==> config.mk <==
export PLATFORM = sky130hd
export DESIGN_NAME = heightmap_delta_decode_flat
export DESIGN_NICKNAME = d
export VERILOG_FILES = /design/src/rtl/hdd_pkg.sv /design/src/rtl/hdd_in_if.sv /design/src/rtl/hdd_out_if.sv /design/src/rtl/heightmap_delta_decode.sv /design/src/flat_wrapper.sv
export SDC_FILE = /design/constraint.sdc
export NUM_CORES = 2
export LEC_CHECK = 0
export ABC_CLOCK_PERIOD_IN_PS = 17970
export BUFFER_PORTS_ARGS = -buffer_cell sky130_fd_sc_hd__buf_2
export CORE_ASPECT_RATIO = 0.5
export CORE_UTILIZATION = 62
export DETAILED_ROUTE_END_ITERATION = 8
export HOLD_SLACK_MARGIN = 0.03
export PLACE_DENSITY = 0.8
export SLEW_MARGIN = 10
export SYNTH_ARGS = -nofsm -noshare
export SYNTH_HDL_FRONTEND = slang
export SYNTH_SLANG_ARGS = --single-unit
export TNS_END_PERCENT = 5
==> constraint.sdc <==
create_clock -name clk -period 17.97 [get_ports clk]
set_clock_uncertainty 0.1 [all_clocks]
set_input_delay 1.797 -clock clk [delete_from_list [all_inputs] [get_ports clk]]
set_output_delay 1.797 -clock clk [all_outputs]
set_load 0.03 [all_outputs]
==> src/rtl/hdd_pkg.sv <==
// ----------------------------------------------------------------------------
// hdd_pkg
// Shared widths, grid geometry and codes for the height grid delta decoder.
// ----------------------------------------------------------------------------
package hdd_pkg;

  // grid geometry
  localparam int GRID_PITCH = 33;
  localparam int HALF_PITCH = GRID_PITCH / 2;
  localparam int QUAD_PITCH = HALF_PITCH + 1;
  localparam int CNT_W      = $clog2(GRID_PITCH);

  // field widths
  localparam int BASE_W   = 28;
  localparam int DELTA_W  = 8;
  localparam int ACC_W    = 29;
  localparam int HEIGHT_W = 32;
  localparam int INDEX_W  = 9;
  localparam int QUAD_W   = 2;
  localparam int NUM_QUADS = 4;
  localparam int FRAC_W   = 4;
  localparam int SCALE_W  = 3;
  localparam int PROD_W   = 2 * CNT_W + INDEX_W;

  localparam logic signed [HEIGHT_W-1:0] HEIGHT_MOST_POS = {1'b0, {(HEIGHT_W-1){1'b1}}};
  localparam logic signed [HEIGHT_W-1:0] HEIGHT_MOST_NEG = {1'b1, {(HEIGHT_W-1){1'b0}}};

  // result kinds
  localparam logic KIND_SAMPLE = 1'b0;
  localparam logic KIND_MINMAX = 1'b1;

endpackage

==> src/rtl/hdd_in_if.sv <==
// ----------------------------------------------------------------------------
// hdd_in_if
// Delta item channel: valid, ready and one grid delta with its base offset.
// ----------------------------------------------------------------------------
interface hdd_in_if
  import hdd_pkg::*;
();
  logic                      valid;
  logic                      ready;
  logic                      grid_start;
  logic signed [BASE_W-1:0]  base_offset;
  logic signed [DELTA_W-1:0] height_delta;

  modport source (output valid, grid_start, base_offset, height_delta, input ready);
  modport sink   (input valid, grid_start, base_offset, height_delta, output ready);
endinterface

==> src/rtl/hdd_out_if.sv <==
// ----------------------------------------------------------------------------
// hdd_out_if
// Result item channel: height samples and per-quadrant minimum and maximum.
// ----------------------------------------------------------------------------
interface hdd_out_if
  import hdd_pkg::*;
();
  logic                       valid;
  logic                       ready;
  logic                       result_kind;
  logic [QUAD_W-1:0]          quadrant;
  logic [INDEX_W-1:0]         local_index;
  logic signed [HEIGHT_W-1:0] height_value;
  logic signed [HEIGHT_W-1:0] quad_min;
  logic signed [HEIGHT_W-1:0] quad_max;
  logic                       last_result;

  modport source (output valid, result_kind, quadrant, local_index, height_value,
                  quad_min, quad_max, last_result, input ready);
  modport sink   (input valid, result_kind, quadrant, local_index, height_value,
                  quad_min, quad_max, last_result, output ready);
endinterface

==> src/rtl/heightmap_delta_decode.sv <==
// ----------------------------------------------------------------------------
// heightmap_delta_decode
// Rebuilds a square height grid from row-major deltas and fans each height
// out to the quadrants that hold it, then reports quadrant minima and maxima.
// ----------------------------------------------------------------------------
// din carries one delta item per handshake; grid_start marks the first delta
// of a grid and loads base_offset. dout carries result items: one height
// sample per quadrant that holds the vertex (ascending quadrant order), and
// after the final vertex of a grid four min/max items, quadrants 0 to 3.
// last_result marks the final result of each input item.
// An accepted item is held in the input register, is decoded into the burst
// register, and its results are sent one by one from the result register.
// Throughput: one item per cycle while items give one result each and dout
// does not stall. The output port moves one result per cycle, so a vertex on
// the shared middle row or column gives two results, the center vertex four,
// and the final vertex four min/max items more.
// Reset clears the accumulators, the position counters and the min/max
// registers. When dout stalls the result register holds, the burst register
// fills behind it, then the input register, and din.ready drops.
// ----------------------------------------------------------------------------
module heightmap_delta_decode
  import hdd_pkg::*;
(
  input  logic            clk,
  input  logic            rst,
  hdd_in_if.sink          din,
  hdd_out_if.source       dout
);

  // input register
  logic                      in_valid_q;
  logic                      in_start_q;
  logic signed [BASE_W-1:0]  in_base_q;
  logic signed [DELTA_W-1:0] in_delta_q;

  // decoder state
  logic signed [ACC_W-1:0]    row_acc;
  logic signed [ACC_W-1:0]    run_acc;
  logic [CNT_W-1:0]           row_cnt;
  logic [CNT_W-1:0]           col_cnt;
  logic signed [HEIGHT_W-1:0] quad_lo [NUM_QUADS];
  logic signed [HEIGHT_W-1:0] quad_hi [NUM_QUADS];

  // burst register: results of one item still to be sent
  logic [NUM_QUADS-1:0]       mask_q;
  logic                       final_q;
  logic [QUAD_W-1:0]          mm_cnt;
  logic signed [HEIGHT_W-1:0] h_q;
  logic [INDEX_W-1:0]         idx_q   [NUM_QUADS];
  logic signed [HEIGHT_W-1:0] snap_lo [NUM_QUADS];
  logic signed [HEIGHT_W-1:0] snap_hi [NUM_QUADS];

  // result register
  logic                       out_valid_q;
  logic                       out_kind_q;
  logic [QUAD_W-1:0]          out_quad_q;
  logic [INDEX_W-1:0]         out_idx_q;
  logic signed [HEIGHT_W-1:0] out_h_q;
  logic signed [HEIGHT_W-1:0] out_lo_q;
  logic signed [HEIGHT_W-1:0] out_hi_q;
  logic                       out_last_q;

  // decode logic
  logic signed [ACC_W-1:0]    row_base;
  logic signed [ACC_W-1:0]    delta_ext;
  logic signed [ACC_W-1:0]    row_acc_next;
  logic signed [ACC_W-1:0]    run_acc_next;
  logic [CNT_W-1:0]           r_cur;
  logic [CNT_W-1:0]           c_cur;
  logic [CNT_W-1:0]           row_cnt_next;
  logic [CNT_W-1:0]           col_cnt_next;
  logic                       final_new;
  logic signed [HEIGHT_W-1:0] h_new;
  logic [NUM_QUADS-1:0]       mask_new;
  logic [INDEX_W-1:0]         idx_new [NUM_QUADS];
  logic signed [HEIGHT_W-1:0] lo_upd  [NUM_QUADS];
  logic signed [HEIGHT_W-1:0] hi_upd  [NUM_QUADS];

  // burst sequencing
  logic                       busy;
  logic                       emit;
  logic                       emit_last;
  logic                       finishing;
  logic                       burst_load;
  logic [QUAD_W-1:0]          sel;
  logic [NUM_QUADS-1:0]       mask_rest;
  logic                       e_kind;
  logic [QUAD_W-1:0]          e_quad;
  logic [INDEX_W-1:0]         e_idx;
  logic signed [HEIGHT_W-1:0] e_h;
  logic signed [HEIGHT_W-1:0] e_lo;
  logic signed [HEIGHT_W-1:0] e_hi;

  always_comb begin
    logic in_row;
    logic in_col;
    logic [CNT_W-1:0] lr;
    logic [CNT_W-1:0] lc;
    logic [PROD_W-1:0] prod;
    logic signed [HEIGHT_W-1:0] lo_cur;
    logic signed [HEIGHT_W-1:0] hi_cur;

    row_base  = in_start_q ? {{(ACC_W-BASE_W){in_base_q[BASE_W-1]}}, in_base_q} : row_acc;
    delta_ext = {{(ACC_W-DELTA_W-FRAC_W){in_delta_q[DELTA_W-1]}}, in_delta_q,
                 {FRAC_W{1'b0}}};
    r_cur = in_start_q ? '0 : row_cnt;
    c_cur = in_start_q ? '0 : col_cnt;

    if (c_cur == '0) begin
      row_acc_next = row_base + delta_ext;
      run_acc_next = row_acc_next;
    end else begin
      row_acc_next = row_base;
      run_acc_next = run_acc + delta_ext;
    end
    // the height is the accumulator times 8: three zero bits appended below
    h_new = {run_acc_next, {SCALE_W{1'b0}}};

    final_new = 1'b0;
    if (c_cur == CNT_W'(GRID_PITCH - 1)) begin
      col_cnt_next = '0;
      if (r_cur == CNT_W'(GRID_PITCH - 1)) begin
        row_cnt_next = '0;
        final_new    = 1'b1;
      end else begin
        row_cnt_next = r_cur + 1'b1;
      end
    end else begin
      col_cnt_next = c_cur + 1'b1;
      row_cnt_next = r_cur;
    end

    for (int q = 0; q < NUM_QUADS; q++) begin
      // quadrant row is bit 1, quadrant column bit 0; middle row/column shared
      in_row = (q / 2 == 1) ? (r_cur >= CNT_W'(HALF_PITCH)) : (r_cur <= CNT_W'(HALF_PITCH));
      in_col = (q % 2 == 1) ? (c_cur >= CNT_W'(HALF_PITCH)) : (c_cur <= CNT_W'(HALF_PITCH));
      lr = (q / 2 == 1) ? r_cur - CNT_W'(HALF_PITCH) : r_cur;
      lc = (q % 2 == 1) ? c_cur - CNT_W'(HALF_PITCH) : c_cur;
      prod = PROD_W'(lr) * PROD_W'(QUAD_PITCH) + PROD_W'(lc);
      mask_new[q] = in_row && in_col;
      idx_new[q]  = prod[INDEX_W-1:0];

      lo_cur = in_start_q ? HEIGHT_MOST_POS : quad_lo[q];
      hi_cur = in_start_q ? HEIGHT_MOST_NEG : quad_hi[q];
      lo_upd[q] = (mask_new[q] && (h_new < lo_cur)) ? h_new : lo_cur;
      hi_upd[q] = (mask_new[q] && (h_new > hi_cur)) ? h_new : hi_cur;
    end
  end

  always_comb begin
    sel = '0;
    for (int q = NUM_QUADS - 1; q >= 0; q--) begin
      if (mask_q[q]) begin
        sel = QUAD_W'(q);
      end
    end
    mask_rest = mask_q & ~(NUM_QUADS'(1) << sel);

    busy = (|mask_q) || final_q;
    emit = busy && (!out_valid_q || dout.ready);

    if (|mask_q) begin
      e_kind    = KIND_SAMPLE;
      e_quad    = sel;
      e_idx     = idx_q[sel];
      e_h       = h_q;
      e_lo      = '0;
      e_hi      = '0;
      emit_last = (mask_rest == '0) && !final_q;
    end else begin
      e_kind    = KIND_MINMAX;
      e_quad    = mm_cnt;
      e_idx     = '0;
      e_h       = '0;
      e_lo      = snap_lo[mm_cnt];
      e_hi      = snap_hi[mm_cnt];
      emit_last = (mm_cnt == QUAD_W'(NUM_QUADS - 1));
    end

    finishing  = emit && emit_last;
    burst_load = in_valid_q && (!busy || finishing);
  end

  assign din.ready = !in_valid_q || burst_load;

  always_ff @(posedge clk) begin
    if (rst) begin
      in_valid_q <= 1'b0;
    end else if (din.valid && din.ready) begin
      in_valid_q <= 1'b1;
    end else if (burst_load) begin
      in_valid_q <= 1'b0;
    end
    if (din.valid && din.ready) begin
      in_start_q <= din.grid_start;
      in_base_q  <= din.base_offset;
      in_delta_q <= din.height_delta;
    end
  end

  always_ff @(posedge clk) begin
    if (rst) begin
      row_acc <= '0;
      run_acc <= '0;
      row_cnt <= '0;
      col_cnt <= '0;
      for (int q = 0; q < NUM_QUADS; q++) begin
        quad_lo[q] <= HEIGHT_MOST_POS;
        quad_hi[q] <= HEIGHT_MOST_NEG;
      end
    end else if (burst_load) begin
      row_acc <= row_acc_next;
      run_acc <= run_acc_next;
      row_cnt <= row_cnt_next;
      col_cnt <= col_cnt_next;
      for (int q = 0; q < NUM_QUADS; q++) begin
        quad_lo[q] <= final_new ? HEIGHT_MOST_POS : lo_upd[q];
        quad_hi[q] <= final_new ? HEIGHT_MOST_NEG : hi_upd[q];
      end
    end
  end

  always_ff @(posedge clk) begin
    if (rst) begin
      mask_q  <= '0;
      final_q <= 1'b0;
      mm_cnt  <= '0;
    end else if (burst_load) begin
      mask_q  <= mask_new;
      final_q <= final_new;
      mm_cnt  <= '0;
    end else if (emit) begin
      if (|mask_q) begin
        mask_q <= mask_rest;
      end else begin
        mm_cnt <= mm_cnt + 1'b1;
        if (emit_last) begin
          final_q <= 1'b0;
        end
      end
    end
    if (burst_load) begin
      h_q <= h_new;
      for (int q = 0; q < NUM_QUADS; q++) begin
        idx_q[q]   <= idx_new[q];
        snap_lo[q] <= lo_upd[q];
        snap_hi[q] <= hi_upd[q];
      end
    end
  end

  always_ff @(posedge clk) begin
    if (rst) begin
      out_valid_q <= 1'b0;
    end else if (emit) begin
      out_valid_q <= 1'b1;
    end else if (dout.ready) begin
      out_valid_q <= 1'b0;
    end
    if (emit) begin
      out_kind_q <= e_kind;
      out_quad_q <= e_quad;
      out_idx_q  <= e_idx;
      out_h_q    <= e_h;
      out_lo_q   <= e_lo;
      out_hi_q   <= e_hi;
      out_last_q <= emit_last;
    end
  end

  assign dout.valid        = out_valid_q;
  assign dout.result_kind  = out_kind_q;
  assign dout.quadrant     = out_quad_q;
  assign dout.local_index  = out_idx_q;
  assign dout.height_value = out_h_q;
  assign dout.quad_min     = out_lo_q;
  assign dout.quad_max     = out_hi_q;
  assign dout.last_result  = out_last_q;

`ifndef SYNTH
  // every vertex lies in at least one quadrant, so a loaded burst is never empty
  a_burst_nonempty: assert property (@(posedge clk) disable iff (rst)
    burst_load |=> busy)
    else $error("loaded burst has no results");

  // decoder state moves only when an item enters the burst register
  a_state_hold: assert property (@(posedge clk) disable iff (rst)
    !burst_load |=> $stable(row_acc) && $stable(run_acc) && $stable(col_cnt))
    else $error("decoder state changed without an item");

  // min/max items go out only after all height samples of the burst
  a_minmax_after_samples: assert property (@(posedge clk) disable iff (rst)
    (emit && e_kind == KIND_MINMAX) |-> (mask_q == '0) && final_q)
    else $error("min/max item sent ahead of samples");
`endif

endmodule
==> src/flat_wrapper.sv <==
// flat-port wrapper written by rule: the top's interface ports become plain ports
module heightmap_delta_decode_flat import hdd_pkg::*;
  (clk, rst, din_valid, din_grid_start, din_base_offset, din_height_delta, din_ready, dout_valid, dout_result_kind, dout_quadrant, dout_local_index, dout_height_value, dout_quad_min, dout_quad_max, dout_last_result, dout_ready);
  hdd_in_if din_i ();
  hdd_out_if dout_i ();
  input  logic clk;
  input  logic rst;
  input wire logic [$bits(din_i.valid)-1:0] din_valid;
  input wire logic [$bits(din_i.grid_start)-1:0] din_grid_start;
  input wire logic [$bits(din_i.base_offset)-1:0] din_base_offset;
  input wire logic [$bits(din_i.height_delta)-1:0] din_height_delta;
  output wire logic [$bits(din_i.ready)-1:0] din_ready;
  output wire logic [$bits(dout_i.valid)-1:0] dout_valid;
  output wire logic [$bits(dout_i.result_kind)-1:0] dout_result_kind;
  output wire logic [$bits(dout_i.quadrant)-1:0] dout_quadrant;
  output wire logic [$bits(dout_i.local_index)-1:0] dout_local_index;
  output wire logic [$bits(dout_i.height_value)-1:0] dout_height_value;
  output wire logic [$bits(dout_i.quad_min)-1:0] dout_quad_min;
  output wire logic [$bits(dout_i.quad_max)-1:0] dout_quad_max;
  output wire logic [$bits(dout_i.last_result)-1:0] dout_last_result;
  input wire logic [$bits(dout_i.ready)-1:0] dout_ready;
  assign din_i.valid = din_valid;
  assign din_i.grid_start = din_grid_start;
  assign din_i.base_offset = din_base_offset;
  assign din_i.height_delta = din_height_delta;
  assign din_ready = din_i.ready;
  assign dout_valid = dout_i.valid;
  assign dout_result_kind = dout_i.result_kind;
  assign dout_quadrant = dout_i.quadrant;
  assign dout_local_index = dout_i.local_index;
  assign dout_height_value = dout_i.height_value;
  assign dout_quad_min = dout_i.quad_min;
  assign dout_quad_max = dout_i.quad_max;
  assign dout_last_result = dout_i.last_result;
  assign dout_i.ready = dout_ready;
  heightmap_delta_decode u_core (.clk(clk), .rst(rst), .din(din_i), .dout(dout_i));
endmodule
== Word level (Yosys, flattened, before mapping) ==
Memory sizes are Yosys's and may differ from the RTL's. A register that Yosys moved wholly into a read port is not among the register bits.
Cells that the tools add are included.
Cells by class
  add/subtract/negate cells: 11
  $mul: 2
  magnitude comparators: 12
  equality and inequality tests: 4
  shift operators: 1
  muxes and demuxes: 66
  bitwise logic cells: 11
  reduce and logical (&&, ||, !) cells: 38
Operators with widths (number)
  2-to-1 mux 32 bit: 32
  greater-than comparator 32 bit: 4
  < comparator 32 bit: 4
  2-to-1 mux 29 bit: 3
  adder 29 x 12 -> 29 bit: 2
  adder 9 x 6 -> 9 bit: 4
  2-to-1 mux 6 bit: 5
  multiplier 6 x 5 -> 9 bit (second input constant): 2
  2-to-1 mux 1 bit: 18
  logical AND 1 bit: 17
  adder 6 x 1 -> 6 bit (second input constant): 2
  == test 6 bit (second input constant): 2
  >= comparator 6 x 5 -> 1 bit (second input constant): 2
  <= comparator 6 x 5 -> 1 bit (second input constant): 2
  2-to-1 mux 4 bit: 3
  subtractor 6 x 5 -> 6 bit (second input constant): 2
  2-to-1 mux 2 bit: 5
  nonzero test 2 bit: 5
  OR 1 bit: 8
  logical NOT 6 bit: 1
  logical NOT 1 bit: 5
  bitwise AND 4 bit: 1
  logical NOT 4 bit: 1
  logical OR 1 bit: 4
  10 further kinds: 11
Storage, ports and cells
  bits in registers: 178
  RAM bits: 548
  bits of input ports: 41
  output and inout port bits: 111
  word-level logic and storage cells: 167
  memories: 5
Memories
  u_core.quad_hi: depth 4, width 32, read ports 4, clocked after memory_dff 0, wr ports 4, RTL line heightmap_delta_decode.sv:42  | logic signed [HEIGHT_W-1:0] quad_hi [NUM_QUADS];
  u_core.quad_lo: depth 4, width 32, read ports 4, clocked after memory_dff 0, wr ports 4, RTL line heightmap_delta_decode.sv:41  | logic signed [HEIGHT_W-1:0] quad_lo [NUM_QUADS];
  u_core.snap_hi: depth 4, width 32, read ports 1, clocked after memory_dff 1, wr ports 4, RTL line heightmap_delta_decode.sv:51  | logic signed [HEIGHT_W-1:0] snap_hi [NUM_QUADS];
  u_core.snap_lo: depth 4, width 32, read ports 1, clocked after memory_dff 1, wr ports 4, RTL line heightmap_delta_decode.sv:50  | logic signed [HEIGHT_W-1:0] snap_lo [NUM_QUADS];
  u_core.idx_q: depth 4, width 9, read ports 1, clocked after memory_dff 1, wr ports 4, RTL line heightmap_delta_decode.sv:49  | logic [INDEX_W-1:0] idx_q [NUM_QUADS];

== Longest topological paths before layout ==
  depth after elaboration: 17
  depth in mapped cells: 33

== Worst setup path before layout ==
Ideal clock, no wire load.
  path type: input -> register
  from: input dout_ready
  to: register u_core.run_acc[19]
  arrival time: 11568 ps
  data required time: 17313 ps
  slack: 5745 ps
  stages: 9
  path buffers: 3
  cell sequence: nand2b_1 > nand2_1 > o21ai_0 > nand2_1 > clkbuf_1 > clkinv_1 > clkbuf_1 > buf_1 > a211oi_1
Between the ends
  word-level cells in the longest chain between the ends: 5
Ends and longest elaborated chain
  start, declared: RTL line flat_wrapper.sv:21  | input wire logic [$bits(dout_i.ready)-1:0] dout_ready;
  logical OR 1 bit: RTL line heightmap_delta_decode.sv:160  | emit = busy && (!out_valid_q || dout.ready);
  logical AND 1 bit: RTL line heightmap_delta_decode.sv:160
  logical AND 1 bit: RTL line heightmap_delta_decode.sv:180  | finishing = emit && emit_last;
  logical OR 1 bit: RTL line heightmap_delta_decode.sv:181  | burst_load = in_valid_q && (!busy || finishing);
  logical AND 1 bit: RTL line heightmap_delta_decode.sv:181
  net u_core.burst_load: RTL line heightmap_delta_decode.sv:84  | logic burst_load;
  end signal, assigned: RTL line heightmap_delta_decode.sv:213  | run_acc <= run_acc_next;
  end, declared: RTL line heightmap_delta_decode.sv:38  | logic signed [ACC_W-1:0] run_acc;
The timed path passes the listed nets, and every way through them passes these cells.
A chain may end at the register's enable or synchronous reset.

==> key figures <==
Outcome
  • Result of the run: finished clean

Place
  • Detailed Place HPWL: 71.9 mm
  • PortBufs: 148
  • Worst slack after detailed placement: 9370 ps
  • Post-placement cell count: 4445
  • Routability Congestion: 0.960
  • Dpl cell area: 0.0441 mm^2

Pwr
  • Fraction of power spent switching nets: 29.8%
  • Internal power: 3.35 mW
  • Total chip power: 4.77 mW
  • Part of the power in combinational logic: 21.8%
  • Net load switching power: 1.42 mW
  • Total power divided by cell area: 103 mW/mm^2
  • Worst vdd ir: 0.0000769 V
  • Lkg Pwr: 17.7 nW
  • Fraction of power consumed by the clock network: 33.2%
  • Register share of total power: 45.0%

Worst setup path
  • Data arrival time of the critical path: 8980 ps
  • Required @ worst endpoint: 18250 ps
  • FF-to-FF path depth: 23
  • Kind of start point of the critical path: flop
  • Top fanout value on the critical path: 65
  • R2R Path Start: u_core.in_start_q$_DFFE_PP_
  • Worst R2R Setup Slack: 9270 ps
  • Endpoint of the lowest-slack register-to-register path: u_core.quad_hi[0][63]$_SDFFCE_PP1P_
  • Critical path capture point type: flop
  • Type of the setup path with the least slack: flop to flop

Global routing
  • Global router's overall resource usage: 31.3%
  • Vias in the first global route: 28900
  • Initial antenna violation count: 2
  • Congestion Overflow GR: 0
  • First-pass GRT wire length: 169 mm
  • Pin count of the biggest net entering global routing: 155

Yosys
  • Syn. warnings: 0
  • Distinct cell type count of the synthesized netlist: 86
  • Biggest area consumer among synthesized cells: sky130_fd_sc_hd__edfxtp_1
  • Dominant synthesized flop cell: sky130_fd_sc_hd__edfxtp_1
  • Post-synthesis sequential area ratio: 53.6%
  • Count of mapped cells out of synthesis: 3538
  • Async SR Flop Fraction: 0%
  • Post-Synthesis Cell Area: 0.0427 mm^2
  • #FFs+latches synth: 787
  • Most numerous cell in the Yosys netlist: sky130_fd_sc_hd__edfxtp_1
  • Synth cell count leaders: 708 x sky130_fd_sc_hd__edfxtp_1, 329 x sky130_fd_sc_hd__nor2_1, 303 x sky130_fd_sc_hd__ha_1, 263 x sky130_fd_sc_hd__mux2i_1, 258 x sky130_fd_sc_hd__nand2_1
  • Syn Area/Cell: 12.1 um^2
  • Synth area leaders: sky130_fd_sc_hd__edfxtp_1 50%, sky130_fd_sc_hd__ha_1 8.9%, sky130_fd_sc_hd__mux2i_1 6.2%
  • Number of synthesized flops with an enable pin: 708
  • Area share of the largest cell type after synthesis: 49.8%

Routing
  • First-iteration detailed-routing DRC count: 3565
  • DRC violations left: 0
  • First-pass DRT Iterations: 7
  • Via total after detailed routing: 29500
  • Detailed-route vias per instance: 6.45
  • DRT Wirelength: 110 mm
  • Remaining number of nets flagged by the antenna check after routing: 0
  • Routed wirelength normalized by instance count: 24.0 um

Clocking
  • TritonCTS clock tree: done
  • H-tree depth: 3
  • CTS buffer count: 71
  • Insertion delay to the later sink of the worst-skew pair: 650 ps
  • Resized Gates After CTS: 0
  • Setup Buffers After CTS: 0
  • Hold buffers post-CTS: 0
  • Clock input transition at the sequential cells of the worst setup and hold paths: 70 ps
  • Root Buffer Master: sky130_fd_sc_hd__clkbuf_16
  • CTS sink count: 787
  • Worst-case clock buffer depth: 3

Floorplan
  • Die height: 187 um
  • Row Count: 67
  • Core region area: 0.0675 mm^2
  • # IOs: 152
  • Die Footprint: 0.0699 mm^2
  • Starting density of the core: 63.2%
  • Die outline width: 373 um

STA
  • Peak Freq: 115 MHz
  • Slew Viols, Final: 0
  • RSZ-0062 raised after global routing: no
  • Aggregate negative setup slack: 0 ps
  • Slew @ Worst Pin: 1170 ps
  • Slew HR: 22.3%
  • Final period util: 48.4%
  • Hold Violations, Final: 0
  • Setup-violating endpoint count in the final report: 0
  • Worst hold-check slack: 350 ps
  • Final Critical Period: 8700 ps
  • Final WS setup: 9270 ps

Cells and area
  • Sequential cell area: 0.0228 mm^2
  • Share of cells above drive strength 1: 12.4%
  • Util after Layout: 68.9%
  • Relative area change from synthesis to final layout: 9.00%
  • Layout fillers: 4687
  • Layout Cells excl Fill: 4572
  • Number of nets at the end of the flow: 3970
  • Area occupied by multi-input gates: 0.0187 mm^2
  • Non-Filler Cell Area, Final: 0.0465 mm^2

Worst hold path
  • Worst Hold Endpoint: u_core.row_acc[7]$_SDFFE_PP0P_
  • Path class of the lowest-slack min-delay path: flop to flop
  • Start point of the worst min-delay path: u_core.row_acc[7]$_SDFFE_PP0P_
  • Worst hold path cell count: 2

Job
  • Max-Cap Viols: 0
flip-flops by register name, summed over array words and instances (netlist names), 24 cells and up:
signal                    cells
u_core.h_q                   29
u_core.dout.quad_max         32
u_core.row_acc               29
u_core.run_acc               29
u_core.dout.quad_min         32
u_core.snap_hi              128
u_core.snap_lo              128
u_core.dout.height_value     29
u_core.idx_q                 24
u_core.quad_lo              128
u_core.in_base_q             28
u_core.quad_hi              128
routing by layer:
layer	GRT usage [%]	vias up	share of wire, %
met4	9.17	0	2.7
met2	47.8	1558	45
met5	0	-	0
met3	6.60	211	11
met1	45.4	14500	42
li1	-	13300	-
critical path, stage by stage, from the launching register on:
cell and delay [ps]:
sky130_fd_sc_hd__edfxtp_1 640, sky130_fd_sc_hd__buf_4 380, sky130_fd_sc_hd__inv_4 540, sky130_fd_sc_hd__nand2_1 240, sky130_fd_sc_hd__ha_1 240, sky130_fd_sc_hd__o21ai_1 180, sky130_fd_sc_hd__or2_2 170, sky130_fd_sc_hd__buf_4 600
sky130_fd_sc_hd__nor2_1 120, sky130_fd_sc_hd__a21oi_1 690, sky130_fd_sc_hd__inv_1 450, sky130_fd_sc_hd__ha_1 430, sky130_fd_sc_hd__a21o_1 170, sky130_fd_sc_hd__a21o_1 170, sky130_fd_sc_hd__a21oi_1 120, sky130_fd_sc_hd__o21ai_0 110
sky130_fd_sc_hd__a221o_1 430, sky130_fd_sc_hd__a211o_1 360, sky130_fd_sc_hd__a41o_1 250, sky130_fd_sc_hd__a31o_1 210, sky130_fd_sc_hd__o211ai_4 680, sky130_fd_sc_hd__buf_4 530, sky130_fd_sc_hd__mux2_2 410, sky130_fd_sc_hd__nand2b_1 140
cells in the final DEF, fill, tap and decap left out, drive strengths merged, types with 32 or more instances in the layout:
cell type / netlist / routed
a211oi: 39 / 39
a21o: 91 / 91
a21oi: 173 / 173
and2: 141 / 141
buf: 68 / 204
clkbuf: 128 / 86
dfxtp: 79 / 79
edfxtp: 708 / 708
ha: 303 / 303
inv: 77 / 81
mux2: 35 / 35
mux2i: 263 / 263
mux4: 69 / 69
nand2: 258 / 258
nand2b: 141 / 141
nand3: 54 / 54
nand4: 45 / 45
nor2: 329 / 329
nor2b: 64 / 64
nor3: 33 / 33
o21ai: 104 / 104
o31ai: 32 / 32
xnor2: 47 / 47
kinds of logic after synthesis:
logic type | Yosys count | synth area share [%]
mux | 367 | 10.7
compound gates | 576 | 8.81
fa+ha+maj | 308 | 9.12
other cells | 1 | 0.00879
buf+inv | 275 | 2.88
simple gates | 1153 | 13.4
xor+xnor | 71 | 1.48
flops | 787 | 53.6
power by group through the flow:
stage	clock network [mW]	registers, mW	logic (mW)
after global placement	0	2.18	0.973
after global routing	1.66	2.15	1.12
after floorplan	0	2.21	0.668
after CTS	1.60	2.14	1.01
final	1.58	2.15	1.04
after detailed placement	0	2.18	1.01
worst max-delay path by stage:
stage	start	endpoint	cells past startpoint	slack, ps
detailed placement	u_core.in_start_q$_DFFE_PP_	u_core.quad_hi[0][63]$_SDFFCE_PP1P_	23	9370
CTS	u_core.in_start_q$_DFFE_PP_	u_core.quad_hi[0][63]$_SDFFCE_PP1P_	23	9380
global placement	u_core.in_start_q$_DFFE_PP_	u_core.quad_hi[0][63]$_SDFFCE_PP1P_	23	9620
floorplan	dout_ready	u_core.run_acc[19]$_SDFFE_PP0P_	9	5750
global route	u_core.in_start_q$_DFFE_PP_	u_core.quad_hi[0][63]$_SDFFCE_PP1P_	23	8800
finish	u_core.in_start_q$_DFFE_PP_	u_core.quad_hi[0][63]$_SDFFCE_PP1P_	23	9270
cell type report:
cell class | instances | area share (%)
antenna | 1 | 0.00538
clock buffer | 86 | 4.14
clock inverter | 40 | 0.896
inverter | 79 | 0.678
multi-input combinational | 2478 | 40.2
sequential | 787 | 49.1
tap | 897 | 2.41
timing repair buffer | 204 | 2.52
No activity file was read; power rests on OpenSTA's default activity.
